**src/hdl/u8cjk_pkg.sv**
```systemverilog
package u8cjk_pkg;

    localparam int CP_W  = 21;
    localparam int LEN_W = 3;
    localparam int REM_W = 2;
    localparam int ST_W  = 2;

    localparam logic [ST_W-1:0] ST_OK       = 2'd0;
    localparam logic [ST_W-1:0] ST_BAD_LEAD = 2'd1;
    localparam logic [ST_W-1:0] ST_BAD_CONT = 2'd2;
    localparam logic [ST_W-1:0] ST_TRUNC    = 2'd3;

    localparam logic [LEN_W-1:0] LEN_NONE = 3'd0;
    localparam logic [LEN_W-1:0] LEN_ONE  = 3'd1;
    localparam logic [LEN_W-1:0] LEN_TWO  = 3'd2;
    localparam logic [LEN_W-1:0] LEN_THREE = 3'd3;
    localparam logic [LEN_W-1:0] LEN_FOUR = 3'd4;

    localparam logic [REM_W-1:0] REM_IDLE = 2'd0;

    localparam logic [CP_W-1:0] CJK_MAIN_LO = 21'h04E00;
    localparam logic [CP_W-1:0] CJK_MAIN_HI = 21'h09FFF;
    localparam logic [CP_W-1:0] CJK_EXTA_LO = 21'h03400;
    localparam logic [CP_W-1:0] CJK_EXTA_HI = 21'h04DBF;
    localparam logic [CP_W-1:0] CJK_COMP_LO = 21'h0F900;
    localparam logic [CP_W-1:0] CJK_COMP_HI = 21'h0FAFF;
    localparam logic [CP_W-1:0] CJK_EXTB_LO = 21'h20000;
    localparam logic [CP_W-1:0] CJK_EXTB_HI = 21'h2A6DF;

    typedef struct packed {
        logic [REM_W-1:0] bytes_remaining;
        logic [CP_W-1:0]  code_accumulator;
        logic [LEN_W-1:0] sequence_length;
    } dec_state_t;

    typedef struct packed {
        logic [CP_W-1:0]  codepoint;
        logic [LEN_W-1:0] seq_length;
        logic             is_cjk;
        logic [ST_W-1:0]  status;
        logic             end_of_text;
    } result_t;

    function automatic logic in_cjk_range(input logic [CP_W-1:0] cp);
        in_cjk_range = (cp >= CJK_MAIN_LO && cp <= CJK_MAIN_HI) ||
                       (cp >= CJK_EXTA_LO && cp <= CJK_EXTA_HI) ||
                       (cp >= CJK_COMP_LO && cp <= CJK_COMP_HI) ||
                       (cp >= CJK_EXTB_LO && cp <= CJK_EXTB_HI);
    endfunction

endpackage

```
**src/hdl/u8cjk_text_if.sv**
```systemverilog
interface u8cjk_text_if;
    logic       valid;
    logic       ready;
    logic [7:0] data_byte;
    logic       last_byte;

    modport source (output valid, output data_byte, output last_byte, input ready);
    modport sink (input valid, input data_byte, input last_byte, output ready);
endinterface

```
**src/hdl/u8cjk_symbol_if.sv**
```systemverilog
interface u8cjk_symbol_if;
    logic                         valid;
    logic                         ready;
    logic [u8cjk_pkg::CP_W-1:0]  codepoint;
    logic [u8cjk_pkg::LEN_W-1:0] seq_length;
    logic                         is_cjk;
    logic [u8cjk_pkg::ST_W-1:0]  status;
    logic                         end_of_text;

    modport source (output valid, output codepoint, output seq_length, output is_cjk,
                    output status, output end_of_text, input ready);
    modport sink (input valid, input codepoint, input seq_length, input is_cjk,
                  input status, input end_of_text, output ready);
endinterface

```
**src/hdl/u8cjk_decode.sv**
```systemverilog
module u8cjk_decode
(
    input  u8cjk_pkg::dec_state_t state,
    input  logic [7:0]            data_byte,
    input  logic                  last_byte,
    output u8cjk_pkg::dec_state_t state_next,
    output logic                  emit,
    output u8cjk_pkg::result_t    result
);

    localparam u8cjk_pkg::dec_state_t IDLE_STATE = '0;

    logic [u8cjk_pkg::CP_W-1:0]  acc_shift;
    logic [u8cjk_pkg::REM_W-1:0] rem_dec;
    logic [u8cjk_pkg::ST_W-1:0]  status;
    logic [u8cjk_pkg::CP_W-1:0]  cp;
    logic [u8cjk_pkg::LEN_W-1:0] len;

    assign acc_shift = {state.code_accumulator[u8cjk_pkg::CP_W-7:0], data_byte[5:0]};
    assign rem_dec   = state.bytes_remaining - 2'd1;

    always_comb
    begin
        state_next = IDLE_STATE;
        emit       = 1'b1;
        status     = u8cjk_pkg::ST_OK;
        cp         = '0;
        len        = u8cjk_pkg::LEN_NONE;
        if (state.bytes_remaining == u8cjk_pkg::REM_IDLE)
        begin
            priority if (data_byte[7] == 1'b0)
            begin
                cp  = {13'd0, data_byte};
                len = u8cjk_pkg::LEN_ONE;
            end
            else if (data_byte[7:5] == 3'b110 || data_byte[7:4] == 4'b1110 ||
                     data_byte[7:3] == 5'b11110)
            begin
                if (last_byte)
                begin
                    status = u8cjk_pkg::ST_TRUNC;
                end
                else
                begin
                    emit = 1'b0;
                    priority if (data_byte[7:5] == 3'b110)
                    begin
                        state_next.code_accumulator = {16'd0, data_byte[4:0]};
                        state_next.sequence_length  = u8cjk_pkg::LEN_TWO;
                        state_next.bytes_remaining  = 2'd1;
                    end
                    else if (data_byte[7:4] == 4'b1110)
                    begin
                        state_next.code_accumulator = {17'd0, data_byte[3:0]};
                        state_next.sequence_length  = u8cjk_pkg::LEN_THREE;
                        state_next.bytes_remaining  = 2'd2;
                    end
                    else
                    begin
                        state_next.code_accumulator = {18'd0, data_byte[2:0]};
                        state_next.sequence_length  = u8cjk_pkg::LEN_FOUR;
                        state_next.bytes_remaining  = 2'd3;
                    end
                end
            end
            else
            begin
                status = u8cjk_pkg::ST_BAD_LEAD;
            end
        end
        else
        begin
            priority if (data_byte[7:6] != 2'b10)
            begin
                status = u8cjk_pkg::ST_BAD_CONT;
            end
            else if (rem_dec == u8cjk_pkg::REM_IDLE)
            begin
                cp  = acc_shift;
                len = state.sequence_length;
            end
            else if (last_byte)
            begin
                status = u8cjk_pkg::ST_TRUNC;
            end
            else
            begin
                emit                        = 1'b0;
                state_next.code_accumulator = acc_shift;
                state_next.sequence_length  = state.sequence_length;
                state_next.bytes_remaining  = rem_dec;
            end
        end
    end

    always_comb
    begin
        result.codepoint   = cp;
        result.seq_length  = len;
        result.status      = status;
        result.is_cjk      = (status == u8cjk_pkg::ST_OK) && u8cjk_pkg::in_cjk_range(cp);
        result.end_of_text = last_byte;
    end

endmodule

```
**src/hdl/utf8_decoder_cjk_classify_core.sv**
```systemverilog
// channel  role    payload                                          transfer
// text     sink    data_byte[8], last_byte[1]                       valid & ready
// symbol   source  codepoint[21], seq_length[3], is_cjk[1],         valid & ready
//                  status[2], end_of_text[1]
//
// one byte per cycle unstalled: input register, one decode step, result register
// a byte's result leaves via the input and result registers, or none mid-sequence
// reset clears the pending sequence and both valid flags
// a stalled result holds the decode stage; text keeps flowing while bytes emit nothing
module utf8_decoder_cjk_classify_core
(
    input logic                  clk,
    input logic                  rst_n,
    u8cjk_text_if.sink           text,
    u8cjk_symbol_if.source       symbol
);

    logic                  s0_valid_reg;
    logic [7:0]            s0_byte_reg;
    logic                  s0_last_reg;
    u8cjk_pkg::dec_state_t state_reg;
    u8cjk_pkg::dec_state_t state_next;
    logic                  out_valid_reg;
    logic                  out_valid_next;
    u8cjk_pkg::result_t    out_data_reg;
    u8cjk_pkg::result_t    dec_result;
    logic                  dec_emit;
    logic                  s0_go;
    logic                  text_xfer;

    u8cjk_decode u_decode
    (
        .state      (state_reg),
        .data_byte  (s0_byte_reg),
        .last_byte  (s0_last_reg),
        .state_next (state_next),
        .emit       (dec_emit),
        .result     (dec_result)
    );

    assign s0_go      = s0_valid_reg && (!dec_emit || !out_valid_reg || symbol.ready);
    assign text.ready = !s0_valid_reg || s0_go;
    assign text_xfer  = text.valid && text.ready;

    always_comb
    begin
        out_valid_next = out_valid_reg;
        if (s0_go && dec_emit)
        begin
            out_valid_next = 1'b1;
        end
        else if (symbol.ready)
        begin
            out_valid_next = 1'b0;
        end
    end

    always_ff @(posedge clk or negedge rst_n)
    begin
        if (!rst_n)
        begin
            s0_valid_reg  <= 1'b0;
            out_valid_reg <= 1'b0;
            state_reg     <= '0;
        end
        else
        begin
            out_valid_reg <= out_valid_next;
            if (text.ready)
            begin
                s0_valid_reg <= text.valid;
            end
            if (s0_go)
            begin
                state_reg <= state_next;
            end
        end
    end

    always_ff @(posedge clk)
    begin
        if (text_xfer)
        begin
            s0_byte_reg <= text.data_byte;
            s0_last_reg <= text.last_byte;
        end
        if (s0_go && dec_emit)
        begin
            out_data_reg <= dec_result;
        end
    end

    assign symbol.valid       = out_valid_reg;
    assign symbol.codepoint   = out_data_reg.codepoint;
    assign symbol.seq_length  = out_data_reg.seq_length;
    assign symbol.is_cjk      = out_data_reg.is_cjk;
    assign symbol.status      = out_data_reg.status;
    assign symbol.end_of_text = out_data_reg.end_of_text;

endmodule
```
**src/flat_wrapper.sv**
```systemverilog
// flat-port wrapper written by rule: the top's interface ports become plain ports
module utf8_decoder_cjk_classify_core_flat 
  (clk, rst_n, text_valid, text_data_byte, text_last_byte, text_ready, symbol_valid, symbol_codepoint, symbol_seq_length, symbol_is_cjk, symbol_status, symbol_end_of_text, symbol_ready);
  u8cjk_text_if text_i ();
  u8cjk_symbol_if symbol_i ();
  input logic clk;
  input logic rst_n;
  input wire logic [$bits(text_i.valid)-1:0] text_valid;
  input wire logic [$bits(text_i.data_byte)-1:0] text_data_byte;
  input wire logic [$bits(text_i.last_byte)-1:0] text_last_byte;
  output wire logic [$bits(text_i.ready)-1:0] text_ready;
  output wire logic [$bits(symbol_i.valid)-1:0] symbol_valid;
  output wire logic [$bits(symbol_i.codepoint)-1:0] symbol_codepoint;
  output wire logic [$bits(symbol_i.seq_length)-1:0] symbol_seq_length;
  output wire logic [$bits(symbol_i.is_cjk)-1:0] symbol_is_cjk;
  output wire logic [$bits(symbol_i.status)-1:0] symbol_status;
  output wire logic [$bits(symbol_i.end_of_text)-1:0] symbol_end_of_text;
  input wire logic [$bits(symbol_i.ready)-1:0] symbol_ready;
  assign text_i.valid = text_valid;
  assign text_i.data_byte = text_data_byte;
  assign text_i.last_byte = text_last_byte;
  assign text_ready = text_i.ready;
  assign symbol_valid = symbol_i.valid;
  assign symbol_codepoint = symbol_i.codepoint;
  assign symbol_seq_length = symbol_i.seq_length;
  assign symbol_is_cjk = symbol_i.is_cjk;
  assign symbol_status = symbol_i.status;
  assign symbol_end_of_text = symbol_i.end_of_text;
  assign symbol_i.ready = symbol_ready;
  utf8_decoder_cjk_classify_core u_core (.clk(clk), .rst_n(rst_n), .text(text_i), .symbol(symbol_i));
endmodule
```
**config.mk**
```make
export PLATFORM = sky130hd
export DESIGN_NAME = utf8_decoder_cjk_classify_core_flat
export DESIGN_NICKNAME = d
export VERILOG_FILES = /design/src/hdl/u8cjk_pkg.sv /design/src/hdl/u8cjk_text_if.sv /design/src/hdl/u8cjk_symbol_if.sv /design/src/hdl/u8cjk_decode.sv /design/src/hdl/utf8_decoder_cjk_classify_core.sv /design/src/flat_wrapper.sv
export SDC_FILE = /design/constraint.sdc
export NUM_CORES = 1
export LEC_CHECK = 0
export ABC_AREA = 1
export BUFFER_PORTS_ARGS = -buffer_cell sky130_fd_sc_hd__buf_4
export CAP_MARGIN = 20
export CORE_ASPECT_RATIO = 1.75
export CORE_UTILIZATION = 38
export DETAILED_ROUTE_END_ITERATION = 6
export GPL_ROUTABILITY_DRIVEN = 1
export PLACE_DENSITY_LB_ADDON = 0.2
export SYNTH_ARGS = -nofsm -noshare
export SYNTH_HDL_FRONTEND = slang
export SYNTH_SLANG_ARGS = --single-unit
```
**constraint.sdc**
```tcl
create_clock -name clk -period 3 [get_ports clk]
set_clock_uncertainty 0.15 [all_clocks]
set_input_delay 0 -clock clk [delete_from_list [all_inputs] [get_ports clk]]
set_output_delay 0 -clock clk [all_outputs]
set_load 0.05 [all_outputs]
```
==> results_dict.tcl, run 1 <==
set metrics [dict create \
    ys.flop_type "edfxtp_1" \
    worstHoldPathType "in2reg" \
    synth_common_cells "83 x nand2_1, 47 x nor2_1, 37 x edfxtp_1, 37 x inv_1, 22 x dfrtp_1" \
    slew_headroom_pct 68.84 \
    finalPower_uw 2917 \
    synth.most_common_cell "nand2_1" \
    finalWirelength_um 6541 \
    cts_made_buffers 9 \
    dieArea_um2 7898 \
    synth.distinct_cells 30 \
    status "complete, no violations" \
    grt_max_degree 29 \
    critPathBufInv 5 \
    arrival_ns 2.50 \
    track_usage_pct 19.76 \
    leakage_uw 0.001662 \
    cp_cell_sequence "inv_1, ha_1, inv_2, nor3_4, nor2_2, nand2_2, nand2_4, inv_2, nand2_1, inv_1, buf_4" \
    netlist_top_cells_area "edfxtp_1 39%, dfrtp_1 19%, nand2_1 11%" \
    grt_pass1_wl_um 10920 \
    core_area_um2 7233 \
    yosysSeqAreaShare_pct 58.04 \
    worst_pin_slew_ns 0.4673 \
    synth_edf_count 37 \
    vias_per_cell 5.058 \
    ios 43 \
    startpoint_type "flop" \
    antenna_left 0 \
    clock_path_buffers 2 \
    cpPeakStageDelay_ns 0.39 \
    drive_above_1_share_pct 21.93 \
    cp_top_family "buffers and inverters" \
    finalMaxSlewViolations 0 \
    syn_nets 330 \
    clock_latency_ns 0.34 \
    maxCapViolCount 0 \
    largest_reg_flops 21 \
    globalplace.congestion 0.9066 \
    synthArstFlopShare_pct 37.29 \
    finalSetupViolCount 0 \
    postSynthAreaPerCell_um2 9.088 \
    core.rowCount 41 \
    dp_cells 439 \
    tritoncts "done" \
    first_global_vias 2365 \
    r2r_slack_ns 0.34 \
    vdd_ir_drop_max_v 0.0004529 \
    reg2reg_to "u_core.symbol.codepoint[13]$_DFFE_PP_" \
    dieHeight_um 116.8 \
    final_hold_viol_count 0 \
    whs_path_depth 2 \
    cts_root_buf "clkbuf_16" \
    synth-seq-cells 59 \
    drtIter0Drc 97 \
    diodes 0 \
    syn2layout_area_growth_pct 29.55 \
    max_freq_mhz 376.1 \
    worstPathRequired_ns 2.84 \
    period_share_pct 88.63 \
    start_util_pct 39.58 \
    hp-start "text_data_byte[6]" \
    crit_path_top_delay_cell "dfrtp_1" \
    placement.cell_area_um2 3259 \
    dp_hpwl_um 4666 \
    clkSinkCount 59 \
    fin_crit_ns 2.659 \
    p_per_area_nw_per_um2 786.6 \
    io_buffer_count 42 \
    cts_htree_levels 3 \
    wl_per_cell_um 13.95 \
    cp.depth 11 \
    rsz0062_at_grt "no" \
    final_cells 469 \
    path_class "reg2reg" \
    ys_warn_count 0 \
    cp_max_fo 28 \
    syn_inst 315 \
    drt-pass1-iter-count 4 \
    cts.clk_slew.worst_paths_ns 0.05 \
    num-nets-final 393 \
    setup-tns-final_ns 0 \
    drc_errors 0 \
    synth_top_area_share_pct 38.81 \
    vias 2372 \
    cts_setup_buffers 0 \
    r2r_start "u_core.state_reg[24]$_DFFE_PN0P_" \
    grt-ovfl-total 0 \
    nFillCells 683 \
    hold_end "u_core.s0_byte_reg[6]$_DFFE_PP_" \
    yosys.area.top_type "edfxtp_1" \
    antenna_found_initial 0 \
    end_kind "flop" \
    die_w_um 67.61 \
    finalInstanceArea_um2 3709 \
    ff2ff_path_depth 11 \
    synth_area_um2 2863 \
]
==> repair_timing <==
action	in CTS	in global routing
endpoints found under the hold margin	33	0
hold buffers	13	0
resized for setup	0	0
==> routing by layer <==
| metal | global-route usage (%) | share of wire [%] | vias up | wire length, um |
|---|---|---|---|---|
| met4 | 15.74 | 5.7 | 0 | 374 |
| met3 | 5.329 | 4.5 | 27 | 296 |
| met5 | 0 | 0 | - | 0 |
| met1 | 19.13 | 35 | 1118 | 2273 |
| li1 | - | - | 1154 | - |
| met2 | 33.99 | 55 | 73 | 3597 |
==> through the flow <==
stage | setup slack [ns] | util (%) | hold WS, ns
2_1_floorplan | 0.4363 | - | -0.4456
3_3_place_gp | 0.4325 | 45.06 | -0.2283
3_5_place_dp | 0.3751 | 45.06 | -0.2295
4_1_cts | 0.3357 | 50.93 | 0.2158
5_1_grt | 0.1219 | 51.27 | 0.2296
6_report | 0.3412 | 51.27 | 0.2283
==> area by class of cell <==
cell class	instances	area [um2]	area share, %
flip-flops and latches	59	1662	44.80
multi-input cells	208	994.7	26.82
well taps	86	107.6	2.901
clock buffers	9	225.2	6.073
repair buffers	60	500.5	13.50
clock inverters	7	68.82	1.856
inverters	40	150.1	4.049
==> worst max-delay path by stage <==
stage                                                       end                             start
final                     u_core.symbol.codepoint[13]$_DFFE_PP_  u_core.state_reg[24]$_DFFE_PN0P_
after global routing      u_core.symbol.codepoint[18]$_DFFE_PP_  u_core.state_reg[24]$_DFFE_PN0P_
after CTS                 u_core.symbol.codepoint[18]$_DFFE_PP_  u_core.state_reg[24]$_DFFE_PN0P_
after detailed placement  u_core.symbol.codepoint[12]$_DFFE_PP_  u_core.state_reg[24]$_DFFE_PN0P_
after global placement    u_core.symbol.codepoint[10]$_DFFE_PP_  u_core.state_reg[24]$_DFFE_PN0P_
after floorplan            u_core.symbol.codepoint[0]$_DFFE_PP_  u_core.state_reg[24]$_DFFE_PN0P_
==> placed cells by master (no fill, tap or decap), drive strengths merged <==
cell type    count
nand2           86
nor2            50
buf             46
inv             40
edfxtp          37
o21ai           23
dfrtp           22
nand3           18
dlygate4sd3     13
clkbuf          10
nor3             9
a21oi            7
nand4            4
clkinv           4
o22ai            2
o211ai           2
ha               2
clkinvlp         2
o21bai           1
and2             1
nand3b           1
a21o             1
a31oi            1
bufinv           1
==> report_power, final <==
group | total, uW | internal, uW | switching (uW)
Clock | 1010 | 638 | 368
Combinational | 822 | 211 | 611
Sequential | 1090 | 1030 | 63.3
==> cell families (layout without fill, tap and decap cells) <==
kind of cell | count (synthesis) | in the layout | share of synthesized area [%]
AO/OA/AOI/OAI | 37 | 37 | 8.129
adder cells (fa/ha/maj) | 2 | 2 | 0.8740
buffers and inverters | 48 | 116 | 7.211
flip-flops | 59 | 59 | 58.04
AND/OR/NAND/NOR | 169 | 169 | 25.74
(Power assumes the default switching activity.)
==> inputs of run 2 (changes only) <==
--- a/config.mk
+++ b/config.mk
@@ -8,7 +8,7 @@
 export ABC_AREA = 1
 export BUFFER_PORTS_ARGS = -buffer_cell sky130_fd_sc_hd__buf_4
 export CAP_MARGIN = 20
-export CORE_ASPECT_RATIO = 1.75
+export CORE_ASPECT_RATIO = 0.9
 export CORE_UTILIZATION = 38
 export DETAILED_ROUTE_END_ITERATION = 6
 export GPL_ROUTABILITY_DRIVEN = 1
==> constraint.sdc (replaced) <==
create_clock -name clk -period 2.9 [get_ports clk]
set_clock_uncertainty 0.15 [all_clocks]
set_input_delay 0 -clock clk [delete_from_list [all_inputs] [get_ports clk]]
set_output_delay 0 -clock clk [all_outputs]
set_load 0.05 [all_outputs]
==> run 2 against run 1 <==
Effect of this change:
- clock-buffer cell count did not move
- cell count rose by 1.5%
- highest routed layer unchanged
- critical path depth did not move
- critical endpoint is now u_core.symbol.codepoint[17]$_DFFE_PP_
- largest power group unchanged
- utilization fell by 0.57 points
==> results_dict.tcl, run 2 (same netlist as run 1, synthesis figures left out) <==
set metrics [dict create \
    vias 2308 \
    clock_latency_ns 0.35 \
    hp-start "text_last_byte" \
    track_usage_pct 17.52 \
    cpPeakStageDelay_ns 0.40 \
    critPathBufInv 5 \
    maxCapViolCount 0 \
    drt-pass1-iter-count 4 \
    period_share_pct 86.18 \
    first_global_vias 2170 \
    fin_crit_ns 2.499 \
    path_class "reg2reg" \
    pwr-share-seq_pct 40.3 \
    cp_cell_sequence "inv_1, ha_1, inv_2, nor3_4, nor2_2, nand2_2, nand2_4, inv_2, nand2_1, inv_1, buf_12" \
    die_w_um 93.49 \
    clock_power_share_pct 29.3 \
    final_common_cell "nand2_1" \
    fin_ws_ns 0.4007 \
    clkSinkCount 59 \
    setup-tns-final_ns 0 \
    finalSetupViolCount 0 \
    clock_path_buffers 2 \
    ios 43 \
    core.rowCount 29 \
    max_freq_mhz 400.1 \
    internal_power_uw 1765 \
    layout_common_cells "83 x nand2_1, 47 x nor2_1, 45 x buf_4" \
    finalWirelength_um 6198 \
    diodes 0 \
    p_per_area_nw_per_um2 767.6 \
    worst_pin_slew_ns 0.5444 \
    end_kind "flop" \
    cts_made_buffers 9 \
    cp_top_family "buffers and inverters" \
    final_hold_viol_count 0 \
    grt_max_degree 29 \
    cp_max_fo 28 \
    globalplace.congestion 0.8606 \
    drive_above_1_share_pct 21.93 \
    num-nets-final 393 \
    antenna_found_initial 0 \
    dieArea_um2 7885 \
    combinationalPowerShare_pct 30.4 \
    grt_pass1_wl_um 10290 \
    antenna_left 0 \
    status "complete, no violations" \
    core_area_um2 7184 \
    slew_headroom_pct 63.59 \
    worstPathRequired_ns 2.79 \
    leakage_uw 0.001621 \
    cts_setup_buffers 0 \
    finalMaxSlewViolations 0 \
    tritoncts "done" \
    rsz0062_at_grt "no" \
    grt-ovfl-total 0 \
    start_util_pct 39.85 \
    critPathLaunch "u_core.state_reg[24]$_DFFE_PN0P_" \
    drc_errors 0 \
    place_ws_ns 0.4274 \
    dieHeight_um 84.34 \
    vdd_ir_drop_max_v 0.0004103 \
    dp_hpwl_um 4373 \
    arrival_ns 2.39 \
    startpoint_type "flop" \
    cts_root_buf "clkbuf_8" \
    worstHoldPathType "in2reg" \
    switching_share_pct 36.87 \
    cts.clk_slew.worst_paths_ns 0.07 \
    r2r_start "u_core.state_reg[24]$_DFFE_PN0P_" \
    vias_per_cell 4.849 \
    wl_per_cell_um 13.02 \
    largest_reg_flops 21 \
    drtIter0Drc 110 \
    io_buffer_count 42 \
    cts_resized 0 \
    p_switching_uw 1031 \
    r2r_slack_ns 0.40 \
    syn2layout_area_growth_pct 27.23 \
    cts_htree_levels 3 \
    crit_path_top_delay_cell "dfrtp_1" \
]
run 2: cell type report:
type / count / area, um2
Tap cell: 93 / 116.4
Sequential cell: 59 / 1662
Timing Repair Buffer: 60 / 503.0
Multi-Input combinational cell: 208 / 994.7
Clock buffer: 9 / 123.9
Fill cell: 681 / 3542
Inverter: 40 / 150.1
Clock inverter: 7 / 92.59
run 2: path summary, 6_finish.rpt:
path / end / cells past startpoint
worst max register to register: u_core.symbol.codepoint[17]$_DFFE_PP_ / 11
min in group asynchronous: u_core.state_reg[15]$_DFFE_PN0P_ / 3
worst min register to register: u_core.state_reg[2]$_DFFE_PN0P_ / 2
max in group asynchronous: u_core.state_reg[25]$_DFFE_PN0P_ / 4
worst max-delay path: u_core.symbol.codepoint[17]$_DFFE_PP_ / 11
worst min-delay path: u_core.s0_last_reg$_DFFE_PP_ / 2
run 2: what timing repair did:
action,CTS,global route
endpoints found under the setup margin,0,0
hold buffers,13,0
endpoints found under the hold margin,35,0
run 2: power by group through the flow:
stage          logic [uW]  registers (uW)  clock network, uW
2_1_floorplan         310            1440                  0
3_3_place_gp          833            1140                  0
3_5_place_dp          839            1140                  0
4_1_cts               855            1130                839
5_1_grt               912            1140                876
6_report              849            1130                820
run 2: per-layer routing:
layer / wire length [um] / vias up / part of all wire, % / global-route usage, %
li1: - / 1154 / - / -
met5: 0 / - / 0 / 0
met4: 136 / 0 / 2.2 / 7.133
met2: 2675 / 77 / 43 / 25.94
met3: 433 / 14 / 7.0 / 5.163
met1: 2952 / 1063 / 48 / 24.05
run 2: metrics by stage:
step                      cell area (um2)  utilization [%]  hold WS (ns)  instances  power (uW)
after floorplan                      2863                -       -0.4456        315        1753
after global placement               3281            45.66       -0.2385        446        1975
after detailed placement             3281            45.66       -0.2354        446        1983
after CTS                            3627            50.49        0.2099        475        2821
after global routing                 3642            50.70        0.2064        476        2928
final                                3642            50.70        0.2237        476        2796
==> inputs of run 3 (changes only) <==
--- a/config.mk
+++ b/config.mk
@@ -12,7 +12,8 @@
 export CORE_UTILIZATION = 38
 export DETAILED_ROUTE_END_ITERATION = 6
 export GPL_ROUTABILITY_DRIVEN = 1
-export PLACE_DENSITY_LB_ADDON = 0.2
+export PLACE_DENSITY = 0.63
 export SYNTH_ARGS = -nofsm -noshare
 export SYNTH_HDL_FRONTEND = slang
+export SYNTH_HIERARCHICAL = 1
 export SYNTH_SLANG_ARGS = --single-unit
==> run 3 against run 2 <==
Effect of this change:
- clock power shrank 10%
- design area grew 3.7%
- sequential power grew 12%
- non-clock buffer count grew 2
- area after synthesis grew 7.2%
- critical path type unchanged
- utilization shrank 1.6 points
- sequential cell count is the same
- sequential share of layout area shrank 1.6 points
- maximum frequency shrank 0.63%
- register-to-register slack lost 0.02 ns
- largest cell class unchanged
==> results_dict.tcl, run 3 <==
set metrics [dict create \
    antenna_found_initial 0 \
    drtIter0Drc 152 \
    syn2layout_area_growth_pct 23.11 \
    tritoncts "done" \
    nFillCells 731 \
    vdd_ir_drop_max_v 0.0006814 \
    first_global_vias 2329 \
    drc_errors 0 \
    postSynthAreaPerCell_um2 9.001 \
    worst_pin_slew_ns 0.5387 \
    worstPathRequired_ns 2.75 \
    whs_path_depth 2 \
    finalSetupViolCount 0 \
    clock_path_buffers 2 \
    io_buffer_count 42 \
    rsz0062_at_grt "no" \
    dieArea_um2 8441 \
    dieHeight_um 87.26 \
    dp_hpwl_um 4650 \
    leakage_uw 0.001669 \
    cp_max_fo 28 \
    diodes 0 \
    core.rowCount 30 \
    final_hold_viol_count 0 \
    max_freq_mhz 397.6 \
    antenna_left 0 \
    ff2ff_path_depth 9 \
    track_usage_pct 16.91 \
    wl_per_cell_um 13.01 \
    slew_headroom_pct 63.84 \
    syn_inst 341 \
    maxCapViolCount 0 \
    cts_made_buffers 9 \
    layout_common_cells "93 x nand2_1, 48 x buf_4, 44 x nor2_1" \
    grt-ovfl-total 0 \
    num-nets-final 413 \
    status "complete, no violations" \
    ys_warn_count 6 \
    cts.clk_slew.worst_paths_ns 0.07 \
    cts_htree_levels 3 \
    grt_pass1_wl_um 11040 \
    drive_above_1_share_pct 22.08 \
    end_kind "flop" \
    p_per_area_nw_per_um2 901.4 \
    start_util_pct 39.89 \
    clkSinkCount 59 \
    final_common_cell "nand2_1" \
    cts_setup_buffers 0 \
    multi_input_area_um2 1136 \
    drt-pass1-iter-count 4 \
    startpoint_type "flop" \
    path_class "reg2reg" \
    seq_area_um2 1662 \
    core_area_um2 7695 \
    worst_hold_slack_ns 0.2227 \
    cts_root_buf "clkbuf_8" \
    synth_area_um2 3069 \
    vias_per_cell 4.948 \
    fin_crit_ns 2.515 \
    die_w_um 96.73 \
    finalPower_uw 3406 \
    vias 2469 \
    ios 43 \
    period_share_pct 86.73 \
    largest_reg_flops 21 \
    finalWirelength_um 6494 \
    globalplace.congestion 0.9170 \
    syn_nets 356 \
    arrival_ns 2.36 \
    worstHoldPathType "in2reg" \
    grt_max_degree 29 \
    finalMaxSlewViolations 0 \
    setup-tns-final_ns 0 \
    clock_latency_ns 0.34 \
]
-- run 3: where the power goes --
part,switching (uW),leakage (uW),internal [uW]
sequential,104,0.000659,1160
clock,338,0.0000885,396
combinational,1040,0.000921,366
total,1480,0.00167,1920
-- run 3: final timing paths --
| path | slack (ns) | from | to |
|---|---|---|---|
| setup / recovery | 0.38 | u_core/state_reg[25]$_DFFE_PN0P_ | u_core/symbol.codepoint[16]$_DFFE_PP_ |
| hold / removal | 0.22 | text_data_byte[7] | u_core/s0_byte_reg[7]$_DFFE_PP_ |
| min in group asynchronous | 0.43 | rst_n | u_core/state_reg[16]$_DFFE_PN0P_ |
| hold reg to reg | 0.32 | u_core/state_reg[2]$_DFFE_PN0P_ | u_core/state_reg[2]$_DFFE_PN0P_ |
| max in group asynchronous | 1.79 | rst_n | u_core/state_reg[1]$_DFFE_PN0P_ |
| setup reg to reg | 0.38 | u_core/state_reg[25]$_DFFE_PN0P_ | u_core/symbol.codepoint[16]$_DFFE_PP_ |
-- run 3: stage by stage --
| stage | util [%] | std cells | setup WS [ns] | area, um2 |
|---|---|---|---|---|
| global route | 49.11 | 499 | 0.1626 | 3779 |
| CTS | 48.75 | 498 | 0.1101 | 3751 |
| floorplan | - | 341 | 0.04055 | 3069 |
| global placement | 44.54 | 469 | 0.2967 | 3427 |
| detailed placement | 44.54 | 469 | 0.1182 | 3427 |
| finish | 49.11 | 499 | 0.3848 | 3779 |
-- run 3: area by class of cell --
cell class	instances	area share, %
Clock inverter	6	1.755
Tap cell	96	3.179
Clock buffer	10	3.377
Multi-Input combinational cell	227	30.07
Timing Repair Buffer	62	13.71
Sequential cell	59	43.97
Inverter	39	3.940
-- run 3: metal layers --
metal	GRT usage [%]	wire, um
met1	23.22	3185
met3	4.013	425
met5	0	0
met2	24.65	2747
met4	9.634	136
-- run 3: what timing repair did --
item | CTS | global route
setup endpoints to repair | 0 | 47
hold buffers | 13 | 0
resized for setup | 0 | 1
endpoints found under the hold margin | 33 | 0
-- run 3: critical path: stages (launching register included) --
cell and delay [ns]:
dfrtp_1 0.38, inv_1 0.08, ha_1 0.27, nor2_1 0.07, nand2_1 0.09, inv_1 0.06
o21ai_1 0.44, nand3_1 0.19, inv_1 0.08, buf_4 0.33
